[src/kptl_pkg.sv]
// -----------------------------------------------------------------------------
// kptl_pkg: shared types and constants
// Request codes, result codes, parser phases, controller states and the
// command/status structs between controller and datapath.
// -----------------------------------------------------------------------------
package kptl_pkg;

   localparam int unsigned MaxPairsDefault = 256;
   localparam int unsigned LenW            = 20;
   localparam int unsigned GlyphW          = 16;

   // request kinds
   localparam logic [1:0] CMD_LOAD   = 2'd0;
   localparam logic [1:0] CMD_LOOKUP = 2'd1;
   localparam logic [1:0] CMD_CLEAR  = 2'd2;

   // result status codes
   localparam logic [2:0] ST_OK     = 3'd0;
   localparam logic [2:0] ST_DONE   = 3'd1;
   localparam logic [2:0] ST_BAD    = 3'd2;
   localparam logic [2:0] ST_FULL   = 3'd3;
   localparam logic [2:0] ST_LOOKUP = 3'd4;

   // table layout
   localparam logic [7:0] TBL_HDR_BYTES = 8'd4;
   localparam logic [7:0] SUB_HDR_BYTES = 8'd6;
   localparam logic [7:0] F0_HDR_BYTES  = 8'd8;
   localparam logic [7:0] PAIR_BYTES    = 8'd6;
   localparam logic [7:0] NPAIRS_BYTES  = 8'd2;
   localparam logic [7:0] F0_MIN_LEN    = 8'd14;
   localparam logic [7:0] PAIR_OFFSET   = 8'd14;

   typedef enum logic [2:0] {
      PH_TABLE,
      PH_SUB,
      PH_F0,
      PH_PAIRS,
      PH_SKIP,
      PH_TAIL,
      PH_STOP
   } phase_type;

   typedef enum logic [1:0] {
      S_IDLE,
      S_EXEC,
      S_SCAN,
      S_RESP
   } ctrl_state_type;

   typedef struct packed {
      logic accept;    // take a request this cycle
      logic exec;      // run the latched request
      logic scan_run;  // step the store scan
      logic out_valid; // result register holds a result
   } ctrl_cmd_type;

   typedef struct packed {
      logic is_lookup; // latched request is a lookup
      logic scan_done; // scan has its answer this cycle
   } dp_status_type;

endpackage

[src/kptl_ctrl.sv]
// -----------------------------------------------------------------------------
// kptl_ctrl: request sequencer
// Accepts one request, runs it in the datapath, holds the result until taken.
// -----------------------------------------------------------------------------
module kptl_ctrl (
   input  logic                   clock,
   input  logic                   reset,
   input  logic                   req_valid,
   input  logic                   rsp_ready,
   input  kptl_pkg::dp_status_type sts,
   output kptl_pkg::ctrl_cmd_type  cmd
);
   import kptl_pkg::*;

   ctrl_state_type state_ff, state_in;

   always_ff @(posedge clock) begin
      if (reset) begin
         state_ff <= S_IDLE;
      end else begin
         state_ff <= state_in;
      end
   end

   // next state
   always_comb begin
      state_in = state_ff;
      unique case (state_ff)
         S_IDLE: begin
            if (req_valid) state_in = S_EXEC;
         end
         S_EXEC: begin
            state_in = sts.is_lookup ? S_SCAN : S_RESP;
         end
         S_SCAN: begin
            if (sts.scan_done) state_in = S_RESP;
         end
         S_RESP: begin
            if (rsp_ready) state_in = S_IDLE;
         end
         default: state_in = S_IDLE;
      endcase
   end

   // outputs
   always_comb begin
      cmd = '0;
      unique case (state_ff)
         S_IDLE:  cmd.accept    = 1'b1;
         S_EXEC:  cmd.exec      = 1'b1;
         S_SCAN:  cmd.scan_run  = 1'b1;
         S_RESP:  cmd.out_valid = 1'b1;
         default: cmd = '0;
      endcase
   end

endmodule

[config.mk]
export PLATFORM = sky130hd
export DESIGN_NAME = kptl_ctrl
export DESIGN_NICKNAME = d
export VERILOG_FILES = /design/src/kptl_pkg.sv /design/src/kptl_ctrl.sv
export SDC_FILE = /design/constraint.sdc
export NUM_CORES = 1
export LEC_CHECK = 0
export ABC_CLOCK_PERIOD_IN_PS = 2100
export BUFFER_PORTS_ARGS = -buffer_cell sky130_fd_sc_hd__clkbuf_2
export CORE_AREA = 2 2 39 41
export DETAILED_ROUTE_END_ITERATION = 10
export DIE_AREA = 0 0 41 43
export SLEW_MARGIN = 20
export SYNTH_ARGS = -nofsm -noshare
export SYNTH_HDL_FRONTEND = slang
export SYNTH_SLANG_ARGS = --single-unit
export TNS_END_PERCENT = 10
[constraint.sdc]
create_clock -name clock -period 2.1 [get_ports clock]
set_clock_uncertainty 0.15 [all_clocks]
set_input_delay 0.105 -clock clock [delete_from_list [all_inputs] [get_ports clock]]
set_output_delay 0.105 -clock clock [all_outputs]
set_load 0.01 [all_outputs]
==> reports/qor.yml, run 1 <==
drt:
  drtIter0Drc: 1
  vias_per_cell: 3.813
  routed-via-count: 183
  wl_per_cell_um: 7.854
  drtPass1Iterations: 2
  postRouteAntennaNets: 0
  wl_um: 377
  post-route-drc-count: 0
sta:
  fmax_ghz: 0.7455
  slew_violations: 0
  hold_slack_ns: 0.009483
  relSlewSlack: 0.8558
  period_share: 0.6387
  worst_pin_slew_ns: 0.2161
  setup_tns_ns: 0
  setup_violations: 0
  rsz0062_at_grt: "no"
  fin_crit_ns: 1.341
  final-hold-violation-count: 0
critical_path:
  crit_start: "state_ff[0]"
  rr_endpoint: "state_ff[0]"
  end_kind: "output port"
  rr_startpoint: "state_ff[0]"
  endpoint: "cmd[3]"
  critPathKind: "reg2out"
  worstRegToRegCells: 5
  crit_slowest_cell: "dfxtp_1"
  crit_fanout: 4
  worstPathArrival_ns: 1.09
  path_cells: "inv_1 -> ha_1 -> clkbuf_2"
  crit_required_ns: 1.85
  reg2reg_slack_ns: 0.79
  worst_path_largest_cell_delay_ns: 0.36
  start_kind: "flop"
global_route:
  grt_max_degree: 6
  overflow: 0
  globalRouteTotalUtil: 0.06212
  grt_pass1_vias: 200
  grt_pass1_wl_um: 703
  antenna_found_initial: 0
cells_and_area:
  top_register: "state_ff"
  fin_nets: 44
  nFillCells: 158
  largestRegisters: "state_ff: 2 flops"
  most-common-layout-cells: "clkbuf_2 (9), nand2b_1 (4), ha_1 (4)"
  antenna_cells: 0
  final_common_cell: "clkbuf_2"
  area_growth_pct: 43.48
  drive_gt1_frac: 0.5000
  finalNonFillerCells: 48
  largest_reg_flops: 2
clock_network:
  cts_sinks: 2
  clock_latency_ns: 0.22
  clk_pin_slew_ns: 0.03
  cts.htree.levels: 1
  clock-root-buffer: "clkbuf_4"
  cts_buffer_depth: 2
  post_cts.repair.setup_buffers: 0
  ctsHoldBuffers: 0
  cts_resized: 0
  cts_tree: "done"
  cts_buffers: 3
pwr:
  power_mw: 0.3849
  ir_drop_v: 0.0004003
  powerDensity_mw_per_mm2: 1332
  p_leak_nw: 0.1473
synthesis:
  yosysWarnings: 0
  synth_fp_nets: 30
  yosysSeqAreaShare: 0.1988
  synth.avg_cell_area_um2: 10.07
  netlist_instances: 20
  yosys_register_bits: 2
  syn_area_um2: 201.4
  synth_cell_type_count: 11
floorplan:
  num_rows: 14
  die_x_um: 41
  die_area_mm2: 0.001763
  die_y_um: 43
  io_pins: 10
  core_area_mm2: 0.001384
  start_util: 0.1456
place:
  placedCellCount: 45
  dpl.hpwl_um: 327.1
  place_congestion: 0.6971
  portBuffers: 9
flow_run:
  maxCapViolCount: 0
min_path:
  hp-class: "in2reg"
outcome:
  status: "finished clean"
critical path, delay by kind of cell (launching register included):
kind / cells / cell delay (ns)
buffers and inverters: 2 / 0.25
adder cells (fa/ha/maj): 1 / 0.26
flip-flops: 1 / 0.36
how the worst min path moves through the flow:
stage | cells after the start | slack [ns] | from | to
2_1_floorplan | 2 | 0.12 | reset | state_ff[0]
3_3_place_gp | 3 | 0.25 | reset | state_ff[0]
3_5_place_dp | 3 | 0.24 | reset | state_ff[0]
4_1_cts | 3 | 0.003 | reset | state_ff[0]
5_1_grt | 3 | 0.03 | reset | state_ff[0]
6_report | 3 | 0.009 | reset | state_ff[0]
synthesized netlist by cell type (all sizes together):
library cell  count  area (µm²)
mux2i             1       10.01
nand2b            6       52.55
a21oi             1       8.760
o2111ai           1       8.760
dfxtp             2       40.04
inv               2       7.510
nor2b             1       8.760
ha                4       50.05
a41o              1       10.01
nand3             1       5.000
report_power, final:
group	internal, mW	switching, mW
Sequential	0.0573	0.0216
Combinational	0.102	0.119
Clock	0.0631	0.0221
Total	0.222	0.163
through the flow:
stage	utilization	setup WS [ns]	area, µm²
2_1_floorplan	-	0.8218	201.4
3_3_place_gp	0.1926	0.7885	266.5
3_5_place_dp	0.1926	0.7838	266.5
4_1_cts	0.2089	0.7412	289.0
5_1_grt	0.2089	0.6725	289.0
6_report	0.2089	0.7587	289.0
final cells by class:
cell class / instances / area (µm²) / share of cell area
Timing Repair Buffer: 9 / 45.04 / 0.1558
Clock buffer: 3 / 22.52 / 0.07792
Inverter: 2 / 7.507 / 0.02597
Sequential cell: 2 / 40.04 / 0.1385
Multi-Input combinational cell: 16 / 153.9 / 0.5325
Tap cell: 16 / 20.02 / 0.06926
routing by layer:
metal | GRT usage | wire length, µm
met1 | 0.07029 | 182
met2 | 0.07813 | 149
met3 | 0.01571 | 34
met4 | 0.08000 | 10
met5 | 0 | 0
kinds of logic (layout without fill, tap and decap cells):
| group | after synthesis | count (layout) | synth area share |
|---|---|---|---|
| buffers and inverters | 2 | 14 | 0.03728 |
| adders and majority gates | 4 | 4 | 0.2485 |
| muxes | 1 | 1 | 0.04969 |
| and+or+nand+nor | 8 | 8 | 0.3292 |
| AOI/OAI and AO/OA | 3 | 3 | 0.1367 |
| DFF | 2 | 2 | 0.1988 |
(Power assumes the default switching activity.)
==> inputs of run 2 (changes only) <==
- ABC_CLOCK_PERIOD_IN_PS: 2100 -> 1100
- clock period: 2.1 -> 1.1 ns (I/O delays scaled with it)
==> run 2 against run 1 <==
Register-to-register slack got worse by 0.90 ns. Die area unchanged. Critical path type unchanged. Critical endpoint is now cmd[1]. Non-clock buffer count increased by 5. Combinational power increased to 3.2 times the previous value. The run now ends with negative setup slack left.
==> reports/qor.yml, run 2 (synthesis results as in run 1) <==
pwr:
  p_int_mw: 0.6401
  p_clk_frac: 0.149
  pwr-share-comb: 0.659
  switching_share: 0.3953
  p_sw_mw: 0.4185
  seqPwrFrac: 0.192
  ir_drop_v: 0.001077
  powerDensity_mw_per_mm2: 2652
  p_leak_nw: 0.1806
critical_path:
  critPathKind: "reg2out"
  worstRegToRegCells: 5
  worstPathArrival_ns: 1.02
  rr_startpoint: "state_ff[0]"
  crit_required_ns: 0.89
  start_kind: "flop"
  crit_fanout: 4
  reg2reg_slack_ns: -0.11
  rr_endpoint: "state_ff[0]"
  end_kind: "output port"
sta:
  postLayoutSetupSlackWorst_ns: -0.1205
  period_share: 1.110
  rsz0062_at_grt: "yes"
  final-hold-violation-count: 0
  relSlewSlack: 0.8541
  fmax_ghz: 0.8194
  worst_pin_slew_ns: 0.2186
  fin_crit_ns: 1.220
  setup_violations: 6
  slew_violations: 0
  hold_slack_ns: 0.09366
  setup_tns_ns: -0.4569
cells_and_area:
  top_register: "state_ff"
  antenna_cells: 0
  largestRegisters: "state_ff: 2 flops"
  area_growth_pct: 98.14
  drive_gt1_frac: 0.7838
  largest_reg_flops: 2
  fin_nets: 49
  final_common_cell: "clkbuf_2"
  nFillCells: 146
drt:
  routed-via-count: 199
  wl_per_cell_um: 8.943
  postRouteAntennaNets: 0
  post-route-drc-count: 0
  drtIter0Drc: 2
  vias_per_cell: 3.755
  drtPass1Iterations: 4
  wl_um: 474
global_route:
  met1_usage: 0.09873
  globalRouteTotalUtil: 0.07207
  grt.busiest_layer: "met1"
  grt_util_met2: 0.08125
  grt_pass1_vias: 205
  grt_max_degree: 6
  grt_pass1_wl_um: 841
  grt_util_met3: 0.03141
  antenna_found_initial: 0
  overflow: 0
flow_run:
  maxCapViolCount: 0
floorplan:
  start_util: 0.1456
  core_area_mm2: 0.001384
  die_y_um: 43
  io_pins: 10
  die_area_mm2: 0.001763
  num_rows: 14
  die_x_um: 41
clock_network:
  cts_sinks: 2
  clock_latency_ns: 0.22
  cts_tree: "done"
  cts_buffers: 3
  clock-root-buffer: "clkbuf_4"
  cts.htree.levels: 1
  clk_pin_slew_ns: 0.03
  cts_buffer_depth: 2
outcome:
  status: "complete, but fails checks"
  violations: "negative setup slack"
place:
  portBuffers: 9
  place_congestion: 0.6865
min_path:
  min_path_cells: 4
  hp-class: "in2reg"
  min_to: "state_ff[0]"
  min_from: "req_valid"
[run 2: worst max path at each step]
stage	start	end	slack [ns]	cells past startpoint
2_1_floorplan	state_ff[1]	state_ff[0]	-0.06	5
3_3_place_gp	state_ff[0]	state_ff[0]	-0.09	5
3_5_place_dp	state_ff[1]	state_ff[0]	-0.1	5
4_1_cts	state_ff[0]	cmd[1]	-0.13	4
5_1_grt	state_ff[0]	cmd[1]	-0.17	4
6_report	state_ff[0]	cmd[1]	-0.12	4
[run 2: final cells by class]
type                    instances  area (µm²)  share of cell area
multi-input cells              16       201.4              0.5047
inverters                       2       12.51             0.03135
repair buffers                 14       95.09              0.2382
well taps                      16       20.02             0.05016
clock buffers                   3       22.52             0.05643
flip-flops and latches          2       47.55              0.1191
[run 2: power by group through the flow]
stage	sequential (mW)	combinational, mW	clock [mW]
floorplan	0.196	0.444	0
global placement	0.206	0.598	0
detailed placement	0.211	0.588	0
CTS	0.204	0.707	0.170
global route	0.216	0.763	0.177
finish	0.203	0.698	0.158
[run 2: worst max-delay path, cell delays in order (launching register included)]
cell and delay [ns]:
dfxtp_4 0.36, inv_4 0.05, ha_4 0.17, buf_6 0.11, buf_6 0.11
[run 2: repair_timing]
action	in CTS	in global routing
hold buffers	1	0
endpoints found under the hold margin	2	0
setup endpoints to repair	6	6
setup buffers	2	0
pin swaps	1	0
resized for setup	3	0
[run 2: metrics by stage]
| stage | util | instances | instance area (µm²) | worst slack, ns | power, mW |
|---|---|---|---|---|---|
| after global routing | 0.2884 | 53 | 399.1 | -0.1657 | 1.156 |
| after CTS | 0.2884 | 53 | 399.1 | -0.1320 | 1.082 |
| after floorplan | - | 20 | 254.0 | -0.05592 | 0.6400 |
| after global placement | 0.2414 | 47 | 334.1 | -0.09218 | 0.8039 |
| after detailed placement | 0.2414 | 47 | 334.1 | -0.09966 | 0.7996 |
| final | 0.2884 | 53 | 399.1 | -0.1205 | 1.059 |
[run 2: layer usage]
metal  routed length (µm)  vias to the layer above
met3                   55                        0
met2                  183                       12
met4                    0                        0
li1                     -                      103
met5                    0                        -
met1                  235                       84
==> inputs of run 3 (changes only) <==
- ABC_CLOCK_PERIOD_IN_PS: 1100 -> 1300
- CTS_BUF_LIST: unset -> sky130_fd_sc_hd__clkbuf_4 sky130_fd_sc_hd__clkbuf_8 sky130_fd_sc_hd__clkbuf_16
- clock period: 1.1 -> 1.3 ns (I/O delays scaled with it)
==> run 3 against run 2 <==
The flow now finishes without violations. Critical path depth increased by 1. Sequential cell count unchanged. Global-route usage decreased by 0.80 points. Largest cell class unchanged.
==> reports/qor.yml, run 3 (synthesis results as in run 1) <==
min_path:
  min_path_cells: 4
  min_from: "req_valid"
  min_to: "state_ff[0]"
  hp-class: "in2reg"
sta:
  fin_crit_ns: 1.236
  postLayoutSetupSlackWorst_ns: 0.06436
  setup_violations: 0
  relSlewSlack: 0.8591
  slew_violations: 0
  final-hold-violation-count: 0
  fmax_ghz: 0.8093
  rsz0062_at_grt: "no"
  period_share: 0.9505
  worst_pin_slew_ns: 0.2111
drt:
  wl_um: 417
  wl_per_cell_um: 8.176
  routed-via-count: 194
  drtPass1Iterations: 4
  vias_per_cell: 3.804
  postRouteAntennaNets: 0
  drtIter0Drc: 2
  post-route-drc-count: 0
clock_network:
  clk_pin_slew_ns: 0.03
  clock-root-buffer: "clkbuf_4"
  clock_latency_ns: 0.23
  cts_tree: "done"
  post_cts.repair.setup_buffers: 0
  cts_buffers: 3
  cts_buffer_depth: 2
  cts.htree.levels: 1
  cts_sinks: 2
cells_and_area:
  top_register: "state_ff"
  area_growth_pct: 65.84
  antenna_cells: 0
  nFillCells: 152
  largestRegisters: "state_ff: 2 flops"
  final_common_cell: "clkbuf_2"
  fin_nets: 47
  largest_reg_flops: 2
  most-common-layout-cells: "clkbuf_2 (9), nand2b_1 (4), clkbuf_4 (3)"
  drive_gt1_frac: 0.6857
  finalNonFillerCells: 51
pwr:
  p_sw_mw: 0.2964
  seqPwrFrac: 0.180
  ir_drop_v: 0.0007062
  powerDensity_mw_per_mm2: 2224
  switching_share: 0.3990
  p_int_mw: 0.4464
  pwr-share-comb: 0.630
  power_mw: 0.7429
  p_leak_nw: 0.1596
  p_clk_frac: 0.191
critical_path:
  start_kind: "flop"
  crit_family: "flip-flops"
  critPathKind: "reg2reg"
  rr_endpoint: "state_ff[0]"
  crit_required_ns: 1.31
  path_depth: 5
  worstRegToRegCells: 5
  reg2reg_slack_ns: 0.06
  crit_slowest_cell: "dfxtp_2"
  path_cells: "inv_1 -> ha_2 -> nand2b_4 -> a41o_1 -> a21oi_2"
  cp_num_buf_inv: 1
  end_kind: "flop"
  crit_fanout: 4
  worstPathArrival_ns: 1.24
  worst_path_largest_cell_delay_ns: 0.33
  rr_startpoint: "state_ff[1]"
floorplan:
  core_area_mm2: 0.001384
  die_x_um: 41
  die_y_um: 43
  start_util: 0.1456
  io_pins: 10
  num_rows: 14
  die_area_mm2: 0.001763
global_route:
  antenna_found_initial: 0
  grt_pass1_wl_um: 683
  grt_pass1_vias: 189
  overflow: 0
  grt_max_degree: 5
  globalRouteTotalUtil: 0.06406
place:
  placedCellCount: 47
  post-place-ws_ns: -0.004258
  place_congestion: 0.7817
  portBuffers: 9
outcome:
  status: "finished clean"
flow_run:
  maxCapViolCount: 0
## run 3: cell count changes in the layout (fill, tap and decap cells not counted), sizes merged
cell    previous run  this run
buf                5         2
clkbuf            11        12
## run 3: how the worst max path moves through the flow
stage	start	end
3_3_place_gp	state_ff[0]	state_ff[0]
2_1_floorplan	state_ff[0]	state_ff[0]
6_report	state_ff[1]	state_ff[0]
5_1_grt	state_ff[1]	state_ff[0]
4_1_cts	state_ff[0]	cmd[1]
3_5_place_dp	state_ff[0]	state_ff[1]
## run 3: repair_timing
action | 4_1_cts | 5_1_grt
setup endpoints to repair | 3 | 4
hold endpoints to repair | 2 | 0
hold buffers | 1 | 0
resized for setup | 1 | 6
## run 3: through the flow
stage / area [µm²] / utilization / setup TNS, ns / hold slack, ns
finish: 334.1 / 0.2414 / 0 / 0.09168
global route: 334.1 / 0.2414 / 0 / 0.1326
CTS: 316.6 / 0.2288 / 0 / 0.09560
detailed placement: 281.5 / 0.2034 / -0.004258 / 0.2029
global placement: 281.5 / 0.2034 / 0 / 0.2051
floorplan: 201.4 / - / 0 / 0.07892
## run 3: layout make-up
type	instances	area [µm²]	area share
multi-input combinational	16	171.4	0.5131
timing repair buffer	12	70.07	0.2097
sequential	2	42.54	0.1273
clock buffer	3	22.52	0.06742
tap	16	20.02	0.05993
inverter	2	7.507	0.02247
## run 3: power groups by stage
stage / sequential (mW) / combinational, mW / clock (mW)
global placement: 0.126 / 0.405 / 0
global route: 0.139 / 0.518 / 0.158
CTS: 0.125 / 0.421 / 0.149
detailed placement: 0.127 / 0.407 / 0
floorplan: 0.120 / 0.277 / 0
finish: 0.134 / 0.468 / 0.142
## run 3: worst reg2reg max path: cells and delay by family, from the launching register on
family	cells	cell delay (ns)
AOI/OAI and AO/OA	2	0.32
adders and majority gates	1	0.22
and+or+nand+nor	1	0.05
DFF	1	0.33
buffers and inverters	1	0.10
## run 3: per-layer routing
| layer | track usage | up-vias | routed length, µm |
|---|---|---|---|
| met5 | 0 | - | 0 |
| met4 | 0.08000 | 0 | 13 |
| met3 | 0.03141 | 2 | 30 |
| met2 | 0.08125 | 9 | 185 |
| met1 | 0.06369 | 84 | 187 |
| li1 | - | 99 | - |
